--- config.mk ---
export PLATFORM = sky130hd
export DESIGN_NAME = lux_moving_average_threshold
export DESIGN_NICKNAME = d
export VERILOG_FILES = /design/src/hw/rtl/luxmat_pkg.sv /design/src/hw/rtl/luxmat_div.sv /design/src/hw/rtl/lux_moving_average_threshold.sv
export SDC_FILE = /design/constraint.sdc
export NUM_CORES = 1
export LEC_CHECK = 0
export ABC_CLOCK_PERIOD_IN_PS = 5700
export BUFFER_PORTS_ARGS = -buffer_cell sky130_fd_sc_hd__buf_2
export CAP_MARGIN = 20
export CORE_MARGIN = 10
export CORE_UTILIZATION = 56
export CTS_BUF_LIST = sky130_fd_sc_hd__clkbuf_4
export DETAILED_ROUTE_END_ITERATION = 16
export PLACE_DENSITY = 0.81
export SLEW_MARGIN = 40
export SYNTH_ARGS = -nofsm -noshare
export SYNTH_HDL_FRONTEND = slang
export SYNTH_SLANG_ARGS = --single-unit
--- constraint.sdc ---
create_clock -name clock -period 5.7 [get_ports clock]
set_input_delay 0.285 -clock clock [delete_from_list [all_inputs] [get_ports clock]]
set_output_delay 0.285 -clock clock [all_outputs]
set_load 0.02 [all_outputs]
--- src/hw/rtl/luxmat_pkg.sv ---
package luxmat_pkg;

   localparam int SAMPLE_W              = 12;
   localparam int LUX_W                 = 17;
   // Magnitude width of the lux numerator 51200 - 50 * sample
   localparam int LUX_NUM_W             = 18;
   localparam int LUX_BASE              = 51200;
   localparam int LUX_SLOPE             = 50;
   localparam int LUX_SATURATED         = LUX_BASE - LUX_SLOPE;
   localparam int LUX_MIN               = -37;
   localparam int THRESHOLD_RESET       = 100;
   localparam int DEFAULT_WINDOW_LENGTH = 16;

endpackage

--- src/hw/rtl/luxmat_div.sv ---
module luxmat_div #(
   parameter int NUM_W = luxmat_pkg::LUX_NUM_W,
   parameter int DEN_W = luxmat_pkg::SAMPLE_W
) (
   input  logic             clock,
   input  logic             reset,
   input  logic             start,
   input  logic [NUM_W-1:0] num,
   input  logic [DEN_W-1:0] den,
   output logic             done,
   output logic [NUM_W-1:0] quo
);

   localparam int CNT_W = $clog2(NUM_W + 1);

   logic             run_ff;
   logic             done_ff;
   logic [CNT_W-1:0] cnt_ff;
   logic [DEN_W-1:0] den_ff;
   logic [DEN_W-1:0] rem_ff;
   logic [DEN_W-1:0] rem_in;
   logic [NUM_W-1:0] quo_ff;
   logic [NUM_W-1:0] quo_in;
   logic [DEN_W:0]   rem_sh;
   logic [DEN_W+1:0] diff;
   logic             ge;

   // Restoring division, one quotient bit per cycle, MSB first
   always_comb begin
      rem_sh = {rem_ff, quo_ff[NUM_W-1]};
      diff   = {1'b0, rem_sh} - {2'b00, den_ff};
      ge     = ~diff[DEN_W+1];
      rem_in = ge ? diff[DEN_W-1:0] : rem_sh[DEN_W-1:0];
      quo_in = {quo_ff[NUM_W-2:0], ge};
   end

   always_ff @(posedge clock) begin
      if (reset) begin
         run_ff  <= 1'b0;
         done_ff <= 1'b0;
         cnt_ff  <= '0;
      end else begin
         done_ff <= 1'b0;
         if (start) begin
            run_ff <= 1'b1;
            cnt_ff <= CNT_W'(NUM_W);
            quo_ff <= num;
            rem_ff <= '0;
            den_ff <= den;
         end else if (run_ff) begin
            quo_ff <= quo_in;
            rem_ff <= rem_in;
            cnt_ff <= cnt_ff - 1'b1;
            if (cnt_ff == CNT_W'(1)) begin
               run_ff  <= 1'b0;
               done_ff <= 1'b1;
            end
         end
      end
   end

   assign done = done_ff;
   assign quo  = quo_ff;

endmodule

--- src/hw/rtl/lux_moving_average_threshold.sv ---
// Light-sensor lux filter. Each accepted sample s is turned into
// lux = (51200 - 50*s) / s truncated toward zero (a zero sample saturates to
// 51150 and raises zero_sample), stored into a ring of WINDOW_LENGTH entries
// that replaces the oldest one, and the running window sum gives the reported
// average (sum / WINDOW_LENGTH, truncated toward zero) and the LED, which is
// on when the sum exceeds light_threshold * WINDOW_LENGTH. Entries not yet
// written count as zero from reset on, with no clearing pass. One sample is
// worked on at a time, in these steps: the bit-serial lux divider, then
// the ring write and sum update, then the average and LED, and last the load
// of the result register. The average is a reciprocal multiplication by the
// constant window length. The result register lets the next sample be
// accepted while a result still waits on rsp_stall. light_threshold is to be
// written through the csr port only while the block is idle; the block
// itself does not enforce this.
module lux_moving_average_threshold #(
   parameter int WINDOW_LENGTH = luxmat_pkg::DEFAULT_WINDOW_LENGTH
) (
   input  logic                                   clock,
   input  logic                                   reset,
   input  logic                                   req_valid,
   output logic                                   req_stall,
   input  logic        [luxmat_pkg::SAMPLE_W-1:0] req_sensor_sample,
   output logic                                   rsp_valid,
   input  logic                                   rsp_stall,
   output logic signed [luxmat_pkg::LUX_W-1:0]    rsp_lux_value,
   output logic signed [luxmat_pkg::LUX_W-1:0]    rsp_window_average,
   output logic                                   rsp_led_on,
   output logic                                   rsp_zero_sample,
   input  logic                                   csr_valid,
   output logic                                   csr_ready,
   input  logic signed [luxmat_pkg::LUX_W-1:0]    csr_light_threshold
);

   import luxmat_pkg::*;

   localparam int SLOT_W  = $clog2(WINDOW_LENGTH);
   localparam int SUM_W   = LUX_W + $clog2(WINDOW_LENGTH);
   localparam int WL_W    = $clog2(WINDOW_LENGTH + 1);
   localparam int THR_W   = LUX_W + WL_W;
   localparam int AVG_SH  = SUM_W + SLOT_W;
   localparam int RECIP_W = SUM_W + 1;
   localparam int PROD_W  = SUM_W + RECIP_W;
   // ceil(2^AVG_SH / WINDOW_LENGTH) gives the exact floor for any SUM_W-bit sum
   localparam longint AVG_RECIP_L =
      ((longint'(1) << AVG_SH) + longint'(WINDOW_LENGTH) - longint'(1)) /
      longint'(WINDOW_LENGTH);
   localparam logic [RECIP_W-1:0] AVG_RECIP = RECIP_W'(AVG_RECIP_L);
   localparam logic [SLOT_W-1:0] LAST_SLOT = SLOT_W'(WINDOW_LENGTH - 1);

   typedef enum logic [2:0] {
      ST_IDLE,
      ST_LUX,
      ST_SUM,
      ST_OUT
   } state_type;

   state_type                 state_ff;

   logic signed [LUX_W-1:0]   ring [WINDOW_LENGTH];
   logic signed [LUX_W-1:0]   rd_data_ff;
   logic [WINDOW_LENGTH-1:0]  fill_ff;
   logic                      old_vld_ff;
   logic [SLOT_W-1:0]         slot_ff;
   logic signed [SUM_W-1:0]   sum_ff;
   logic signed [SUM_W-1:0]   sum_in;
   logic signed [THR_W-1:0]   thr_scaled_ff;
   logic signed [THR_W-1:0]   thr_scaled_in;
   logic signed [THR_W-1:0]   csr_thr_ext;
   logic signed [THR_W-1:0]   wl_const;
   logic signed [THR_W-1:0]   sum_ext;

   logic                      zero_ff;
   logic                      lux_neg_ff;
   logic                      led_ff;
   logic signed [LUX_W-1:0]   lux_ff;
   logic signed [LUX_W-1:0]   avg_ff;

   logic                      rsp_valid_ff;
   logic signed [LUX_W-1:0]   rsp_lux_ff;
   logic signed [LUX_W-1:0]   rsp_avg_ff;
   logic                      rsp_led_ff;
   logic                      rsp_zero_ff;

   logic                      req_accept;
   logic                      is_zero;
   logic [SAMPLE_W-1:0]       s_eff;
   logic [LUX_NUM_W:0]        lux_prod;
   logic signed [LUX_NUM_W:0] lux_num;
   logic [LUX_NUM_W-1:0]      lux_mag;
   logic [SUM_W-1:0]          sum_mag;
   logic [PROD_W-1:0]         avg_prod;
   logic signed [LUX_W-1:0]   avg_mag;
   logic signed [LUX_W-1:0]   old_lux;
   logic signed [LUX_W-1:0]   quo_lo;
   logic signed [LUX_W-1:0]   lux_res;
   logic signed [LUX_W-1:0]   avg_res;

   logic                      div_done;
   logic [LUX_NUM_W-1:0]      div_quo;

   assign req_stall  = (state_ff != ST_IDLE);
   assign req_accept = req_valid && !req_stall;
   assign csr_ready  = 1'b1;

   // Lux numerator; a zero sample divides as a sample of one
   always_comb begin
      is_zero  = (req_sensor_sample == '0);
      s_eff    = is_zero ? SAMPLE_W'(1) : req_sensor_sample;
      lux_prod = (LUX_NUM_W + 1)'(s_eff) * (LUX_NUM_W + 1)'(LUX_SLOPE);
      lux_num  = $signed((LUX_NUM_W + 1)'(LUX_BASE)) - $signed(lux_prod);
      lux_mag  = lux_num[LUX_NUM_W] ? LUX_NUM_W'(-lux_num) : LUX_NUM_W'(lux_num);
      sum_mag  = sum_ff[SUM_W-1] ? SUM_W'(-sum_ff) : SUM_W'(sum_ff);
   end

   luxmat_div #(
      .NUM_W (LUX_NUM_W),
      .DEN_W (SAMPLE_W)
   ) u_div (
      .clock (clock),
      .reset (reset),
      .start (req_accept),
      .num   (lux_mag),
      .den   (s_eff),
      .done  (div_done),
      .quo   (div_quo)
   );

   always_comb begin
      quo_lo   = $signed(div_quo[LUX_W-1:0]);
      lux_res  = lux_neg_ff ? -quo_lo : quo_lo;
      avg_prod = PROD_W'(sum_mag) * PROD_W'(AVG_RECIP);
      avg_mag  = $signed(avg_prod[AVG_SH +: LUX_W]);
      avg_res  = sum_ff[SUM_W-1] ? -avg_mag : avg_mag;
      // Entries never written read as zero
      old_lux  = old_vld_ff ? rd_data_ff : '0;
      sum_in   = sum_ff - SUM_W'(old_lux) + SUM_W'(lux_res);
      sum_ext  = THR_W'(sum_ff);
   end

   always_comb begin
      csr_thr_ext   = THR_W'(csr_light_threshold);
      wl_const      = THR_W'(WINDOW_LENGTH);
      thr_scaled_in = csr_thr_ext * wl_const;
   end

   // Ring storage: one read at acceptance, one write once the lux is known
   always_ff @(posedge clock) begin
      if (req_accept) begin
         rd_data_ff <= ring[slot_ff];
      end
      if (state_ff == ST_LUX && div_done) begin
         ring[slot_ff] <= lux_res;
      end
   end

   always_ff @(posedge clock) begin
      if (reset) begin
         thr_scaled_ff <= THR_W'(THRESHOLD_RESET * WINDOW_LENGTH);
      end else if (csr_valid && csr_ready) begin
         thr_scaled_ff <= thr_scaled_in;
      end
   end

   always_ff @(posedge clock) begin
      if (reset) begin
         state_ff     <= ST_IDLE;
         fill_ff      <= '0;
         slot_ff      <= '0;
         sum_ff       <= '0;
         rsp_valid_ff <= 1'b0;
      end else begin
         if (state_ff == ST_OUT && (!rsp_valid_ff || !rsp_stall)) begin
            rsp_valid_ff <= 1'b1;
         end else if (rsp_valid_ff && !rsp_stall) begin
            rsp_valid_ff <= 1'b0;
         end
         case (state_ff)
            ST_IDLE: begin
               if (req_accept) begin
                  zero_ff    <= is_zero;
                  lux_neg_ff <= lux_num[LUX_NUM_W];
                  old_vld_ff <= fill_ff[slot_ff];
                  state_ff   <= ST_LUX;
               end
            end
            ST_LUX: begin
               if (div_done) begin
                  lux_ff           <= lux_res;
                  sum_ff           <= sum_in;
                  fill_ff[slot_ff] <= 1'b1;
                  slot_ff          <= (slot_ff == LAST_SLOT) ? '0 : slot_ff + 1'b1;
                  state_ff         <= ST_SUM;
               end
            end
            ST_SUM: begin
               avg_ff   <= avg_res;
               led_ff   <= (sum_ext > thr_scaled_ff);
               state_ff <= ST_OUT;
            end
            ST_OUT: begin
               // Hold until the result register is free
               if (!rsp_valid_ff || !rsp_stall) begin
                  rsp_lux_ff  <= lux_ff;
                  rsp_avg_ff  <= avg_ff;
                  rsp_led_ff  <= led_ff;
                  rsp_zero_ff <= zero_ff;
                  state_ff    <= ST_IDLE;
               end
            end
            default: begin
               state_ff <= ST_IDLE;
            end
         endcase
      end
   end

   assign rsp_valid          = rsp_valid_ff;
   assign rsp_lux_value      = rsp_lux_ff;
   assign rsp_window_average = rsp_avg_ff;
   assign rsp_led_on         = rsp_led_ff;
   assign rsp_zero_sample    = rsp_zero_ff;

endmodule

==> flow_metrics.env, run 1 <==
export IMPL_cts_tree="built"
export IMPL_cts_max_path_buffers=3
export IMPL_wl_per_cell_um=21.3
export IMPL_initialDrtViolationCount=1317
export IMPL_yosys_top_cells_area="edfxtp_1 (53%), mux4_2 (8.8%), dfxtp_1 (5.9%)"
export IMPL_setup_viol=0
export IMPL_drc=0
export IMPL_min_path_cells=4
export IMPL_slew_headroom_pct=42.5
export IMPL_hold_violations=0
export IMPL_stdcell_count=2522
export IMPL_critPathArrivalTime_ns=5.98
export IMPL_netlist_instances=1673
export IMPL_worstReg2RegEnd="sum_ff[20]"
export IMPL_yosysTopAreaCell="edfxtp_1"
export IMPL_cts_buffers_inserted=113
export IMPL_worst_hold_path_endpoint="u_div.den_ff[0]"
export IMPL_viasPerCell=5.90
export IMPL_place_congestion=0.857
export IMPL_fin_skew_ns=0.0882
export IMPL_overflow=0
export IMPL_grt_usage_pct=21.4
export IMPL_grt_pass1_vias=15200
export IMPL_yosysMostFrequentCell="edfxtp_1"
export IMPL_clock_latency_ns=0.83
export IMPL_rrSetupSlack_ns=0.53
export IMPL_fin_crit_sh_pct=95.8
export IMPL_endpoint_kind="flop"
export IMPL_synth_area_um2=22900
export IMPL_grt_max_degree=73
export IMPL_r2r_start="u_div.quo[5]"
export IMPL_peakVddDrop_uv=299
export IMPL_min_delay_start="req_sensor_sample[0]"
export IMPL_cp_start_kind="input pin"
export IMPL_layout_min_cycle_time_ns=5.46
export IMPL_synth_edff_count=405
export IMPL_netlist_area_leader_share_pct=53.0
export IMPL_p_per_area_nw_per_um2=402
export IMPL_final_area_um2=26200
export IMPL_rsz0062_at_grt="no"
export IMPL_synth_commonest_cells="edfxtp_1 (405), nor2_1 (138), inv_1 (120)"
export IMPL_cp_max_fo=7
export IMPL_worstPathRequired_ns=6.22
export IMPL_routed_wl_um=53700
export IMPL_area_growth_syn_to_layout_pct=14.2
export IMPL_placementRows=74
export IMPL_synth_warnings=0
export IMPL_fmax_ghz=0.183
export IMPL_dr_pass1_iters=8
export IMPL_async_flop_share_pct=0
export IMPL_drv_cap=0
export IMPL_tightestPinTransition_ns=0.858
export IMPL_status="finished, final reports clean"
export IMPL_synth_flop_cell="edfxtp_1"
export IMPL_clkTransAtPathRegs_ns=0.06
export IMPL_fp_dieW_um=222
export IMPL_port_buffers=71
export IMPL_root_buffer="clkbuf_4"
export IMPL_antenna_left=0
export IMPL_io_pins=73
export IMPL_fin_nets=2060
export IMPL_h_tree_depth=3
export IMPL_core_area_um2=40600
export IMPL_p_leak_uw=0.00966
export IMPL_min_path_type="input pin to flop"
export IMPL_dpl_cell_area_um2=24100
export IMPL_fp_dieArea_um2=49400
export IMPL_grt_pass1_wl_um=84200
export IMPL_synth_seq_cells=473
export IMPL_synthDistinctLibCells=89
export IMPL_yosysSeqAreaShare_pct=59.0
export IMPL_start_util_pct=56.4
export IMPL_die_h_um=222
export IMPL_crit_type="input pin to flop"
export IMPL_cts_sinks=473
export IMPL_drive_above_1_share_pct=22.7
export IMPL_crit_path_start="req_sensor_sample[4]"
export IMPL_antenna_found_initial=1
export IMPL_slew_viol_final=0
export IMPL_synth_avg_cell_area_um2=13.7
export IMPL_vias=14900
export IMPL_dp_cells=2256
export IMPL_r2r_cells=18
export IMPL_synthesis_nets=1843
export IMPL_hpwl_um=34900
==> registers in the layout, indices dropped and copies added, names as in the netlist, 4 cells and up <==
| register | cells |
|---|---|
| sum_ff | 21 |
| rd_data_ff | 17 |
| thr_scaled_ff | 17 |
| u_div.rem_ff | 12 |
| u_div.cnt_ff | 5 |
| u_div.quo | 18 |
| rsp_window_average | 17 |
| slot_ff | 4 |
| avg_ff | 17 |
| u_div.den_ff | 12 |
| ring | 272 |
| rsp_lux_value | 17 |
| fill_ff | 16 |
| lux_ff | 17 |
==> worst max path at each step <==
stage / endpoint / slack, ns / depth (start not counted)
2_1_floorplan: u_div.quo[16] / 0.60 / 22
3_3_place_gp: u_div.quo[6] / 0.15 / 23
3_5_place_dp: u_div.quo[6] / -0.02 / 24
4_1_cts: u_div.quo[16] / 0.27 / 24
5_1_grt: u_div.quo[6] / 0.006 / 25
6_report: u_div.quo[16] / 0.24 / 24
==> placed cells by master (no fill, tap or decap), types with 7 or more instances in the layout <==
cell | Yosys | routed
nand2b_1 | 14 | 14
mux2i_1 | 19 | 19
nor2_2 | 0 | 18
clkbuf_4 | 0 | 160
xnor2_1 | 60 | 60
clkinv_1 | 0 | 39
a211oi_1 | 12 | 12
dlygate4sd3_1 | 0 | 48
inv_1 | 120 | 120
nor2_1 | 138 | 120
o21a_1 | 12 | 12
ha_1 | 108 | 108
dfxtp_1 | 68 | 64
buf_4 | 2 | 51
fa_1 | 28 | 28
nand2_1 | 118 | 116
a21oi_1 | 49 | 49
o31ai_1 | 9 | 9
o21ai_1 | 8 | 9
o21ai_0 | 57 | 56
a21o_1 | 17 | 17
a211o_1 | 8 | 8
or3_1 | 12 | 12
o211ai_1 | 7 | 7
o41ai_1 | 9 | 8
nand3_1 | 28 | 28
buf_2 | 2 | 71
mux4_2 | 90 | 90
and2_1 | 10 | 10
clkinv_2 | 0 | 7
edfxtp_1 | 405 | 405
nor3_1 | 31 | 27
nor4_1 | 7 | 7
nand4_1 | 21 | 21
xor2_1 | 26 | 25
nor2b_1 | 12 | 12
==> critical path, stage by stage <==
cell and delay [ns]:
dlygate4sd3_1 0.54, buf_2 0.13, inv_1 0.08, ha_1 0.18
and4b_1 0.31, nand2_2 0.14, inv_1 0.16, nor2_1 0.10
ha_1 0.31, ha_1 0.28, inv_1 0.05, fa_1 0.50
inv_1 0.04, ha_1 0.37, a2111o_1 0.40, a31oi_1 0.26
nor2_1 0.16, o211ai_2 0.30, nor3_1 0.12, or4_4 0.52
o221ai_2 0.27, and4b_1 0.25, mux2i_1 0.16, o21ai_1 0.07
==> logic make-up after synthesis <==
logic type | synth area share [%]
AO/OA/AOI/OAI | 7.58
XOR/XNOR | 3.36
adder cells (fa/ha/maj) | 8.34
buffers and inverters | 3.22
flip-flops | 59.0
multiplexers | 9.67
other | 0.0164
AND/OR/NAND/NOR | 8.85
==> metal layers <==
layer  up-vias  routed length [µm]  global-route usage (%)
li1       6787                   -                       -
met1      7376               21100                    26.5
met2       608               27200                    36.6
met3       117                4060                    4.50
met4         0                1380                    7.30
met5         -                   0                       0
==> final cells by class <==
class	count	area [µm²]
fillers	2758	14500
clock inverters	53	299
multi-input cells	1008	8770
flip-flops and latches	473	13500
repair buffers	172	1250
clock buffers	160	1200
well taps	532	666
inverters	122	458
diodes	2	5.00
==> where the power goes <==
group          leakage, µW  switching [µW]  internal, µW  total, µW
combinational      0.00456            2030          1250       3290
sequential         0.00423             137          4310       4440
clock             0.000876            1360          1440       2800
==> through the flow <==
stage / worst slack [ns] / setup TNS, ns / hold WS (ns) / total power [µW] / utilization, %
floorplan: 0.602 / 0 / 0.400 / 6780 / -
global placement: 0.145 / 0 / 0.402 / 7520 / 59.3
detailed placement: -0.0221 / -0.0311 / 0.405 / 7680 / 59.4
CTS: 0.272 / 0 / 0.00625 / 10500 / 64.2
global route: 0.00582 / 0 / 0.0254 / 11100 / 64.4
finish: 0.241 / 0 / 0.0651 / 10500 / 64.4
==> repair_timing <==
action	CTS	global route
resized for setup	0	4
endpoints found under the hold margin	30	0
setup buffers	0	2
endpoints found under the setup margin	0	7
hold buffers	48	0
Note: power is estimated with default switching activity, not from simulation.
==> run 2: changes to the inputs <==
--- a/config.mk
+++ b/config.mk
@@ -5,6 +5,7 @@
 export SDC_FILE = /design/constraint.sdc
 export NUM_CORES = 1
 export LEC_CHECK = 0
+export ABC_AREA = 1
 export ABC_CLOCK_PERIOD_IN_PS = 5700
 export BUFFER_PORTS_ARGS = -buffer_cell sky130_fd_sc_hd__buf_2
 export CAP_MARGIN = 20
==> flow_metrics.env, run 2 <==
export IMPL_fin_hold_ws_ns=0.183
export IMPL_synth_commonest_cells="edfxtp_1 (405), nand2_1 (357), nor2_1 (302)"
export IMPL_p_per_area_nw_per_um2=387
export IMPL_final_core_util_pct=64.1
export IMPL_r2r_start="u_div.quo[0]"
export IMPL_layout_common_cells="edfxtp_1 (405), nand2_1 (357), nor2_1 (284)"
export IMPL_layout_min_cycle_time_ns=4.78
export IMPL_setup_viol=0
export IMPL_fin_nets=2672
export IMPL_peakVddDrop_uv=214
export IMPL_clkTransAtPathRegs_ns=0.07
export IMPL_min_path_type="input pin to flop"
export IMPL_netlist_area_leader_share_pct=52.0
export IMPL_slew_headroom_pct=41.0
export IMPL_port_buffers=71
export IMPL_wl_met3_um=4850
export IMPL_io_pins=73
export IMPL_yosysSeqAreaShare_pct=57.8
export IMPL_tightestPinTransition_ns=0.879
export IMPL_start_util_pct=56.9
export IMPL_area_growth_syn_to_layout_pct=12.6
export IMPL_top_layer="met4"
export IMPL_drv_cap=0
export IMPL_wl_met1_um=22200
export IMPL_p_total_uw=10200
export IMPL_antenna_found_initial=4
export IMPL_min_delay_start="csr_valid"
export IMPL_overflow=0
export IMPL_die_h_um=224
export IMPL_synthDistinctLibCells=53
export IMPL_root_buffer="clkbuf_4"
export IMPL_synth_seq_cells=473
export IMPL_final_common_cell="edfxtp_1"
export IMPL_placementRows=74
export IMPL_synth_warnings=0
export IMPL_status="finished, final reports clean"
export IMPL_yosysTopAreaCell="edfxtp_1"
export IMPL_initialDrtViolationCount=1606
export IMPL_ctsHoldBuffers=39
export IMPL_cp_max_fo=22
export IMPL_ctsResizeCount=0
export IMPL_grt_max_degree=80
export IMPL_fp_dieArea_um2=50300
export IMPL_vias=17800
export IMPL_crit_type="input pin to flop"
export IMPL_clock_latency_ns=0.86
export IMPL_setup_tns_ns=0
export IMPL_critPathArrivalTime_ns=5.34
export IMPL_cts_tree="built"
export IMPL_post_cts_repair_setup_buffers=0
export IMPL_crit_path_start="req_sensor_sample[10]"
export IMPL_synth_avg_cell_area_um2=10.1
export IMPL_synthesis_nets=2486
export IMPL_largest_reg_flops=272
export IMPL_cts_max_path_buffers=3
export IMPL_h_tree_depth=3
export IMPL_grt_pass1_wl_um=89500
export IMPL_fillers=3116
export IMPL_endpoint_kind="flop"
export IMPL_wl_per_cell_um=18.0
export IMPL_yosysMostFrequentCell="edfxtp_1"
export IMPL_core_area_um2=41100
export IMPL_fin_crit_sh_pct=83.9
export IMPL_viasPerCell=5.69
export IMPL_cts_sinks=473
export IMPL_fin_skew_ns=0.0638
export IMPL_antenna_left=0
export IMPL_synth_area_um2=23400
export IMPL_hpwl_um=36600
export IMPL_dr_pass1_iters=6
export IMPL_drc=0
export IMPL_place_congestion=0.906
export IMPL_cts_buffers_inserted=111
export IMPL_yosys_top_cells_area="edfxtp_1 (52%), dfxtp_1 (5.8%), ha_1 (5.8%)"
export IMPL_largest_register="ring"
export IMPL_synth_flop_cell="edfxtp_1"
export IMPL_slew_viol_final=0
export IMPL_rsz0062_at_grt="no"
export IMPL_fp_dieW_um=224
export IMPL_grt_pass1_vias=17400
export IMPL_drive_above_1_share_pct=13.6
export IMPL_fmax_ghz=0.209
export IMPL_routed_wl_um=56300
export IMPL_cp_start_kind="input pin"
export IMPL_p_leak_uw=0.0108
export IMPL_async_flop_share_pct=0
export IMPL_synth_edff_count=405
export IMPL_hold_violations=0
export IMPL_grt_usage_pct=22.3
export IMPL_netlist_instances=2316
export IMPL_worstPathRequired_ns=6.26
export IMPL_dr_wl_met2_um=27700
run 2: cell count changes in the layout (fill, tap and decap cells not counted), moves of 72 or more:
cell     before  now
nor2_1      120  284
nand2_1     116  357
mux4_2       90    0
o22ai_1       0   72
o21ai_0      56  236
inv_1       120  246
run 2: routing by layer:
layer	vias up	track usage, %
met5	-	0
met2	809	37.6
met3	135	3.94
met1	8429	27.7
li1	8411	-
met4	0	9.76
run 2: critical path, cell delays in order:
cell and delay, ns:
dlygate4sd3_1 0.54, buf_2 0.14, inv_1 0.10, ha_1 0.15, nand2_1 0.05, nor2_1 0.10, nand3_2 0.20, inv_2 0.22
nor2_1 0.10, ha_1 0.31, ha_1 0.28, inv_1 0.05, fa_1 0.50, inv_1 0.04, ha_1 0.35, nand2_1 0.12
inv_1 0.06, a21oi_2 0.14, nand2_1 0.08, a21oi_1 0.19, xor2_1 0.38, nand3_2 0.46, o21ai_0 0.26, xor2_1 0.09
nand2_1 0.06, o21ai_0 0.07
run 2: per-stage QoR:
stage,worst slack (ns),std cells,instance area (µm²)
global placement,0.745,2882,24500
detailed placement,0.646,2882,24500
global route,0.465,3124,26300
finish,0.920,3124,26300
CTS,1.00,3121,26300
floorplan,1.48,2316,23400
run 2: kinds of logic (layout without fill, tap and decap cells):
logic type,count (synthesis),after routing,share of synthesized area (%)
compound gates,455,455,10.6
buf+inv,341,614,5.54
other cells,1,4,0.0160
simple gates,836,836,15.0
xor+xnor,74,74,2.87
fa+ha+maj,136,136,8.17
flops,473,473,57.8
run 2: power breakdown:
group / switching [µW] / internal [µW] / total, µW
logic: 2080 / 1070 / 3140
registers: 103 / 4260 / 4370
clock network: 1320 / 1350 / 2670
total: 3500 / 6680 / 10200
run 2: worst paths after layout:
path / to / slack [ns] / depth (start not counted)
worst max-delay path: u_div.quo[7] / 0.92 / 26
worst min-delay path: thr_scaled_ff[18] / 0.18 / 3
worst max register to register: sum_ff[20] / 1.00 / 19
worst min register to register: rsp_lux_value[2] / 0.40 / 0
run 2: area by class of cell:
class | count | area [µm²] | area share [%]
multi-input cells | 1502 | 8640 | 32.8
clock inverters | 39 | 211 | 0.803
flip-flops and latches | 473 | 13500 | 51.4
well taps | 532 | 666 | 2.53
diodes | 3 | 7.51 | 0.0285
repair buffers | 159 | 1110 | 4.23
inverters | 255 | 958 | 3.64
clock buffers | 161 | 1210 | 4.59
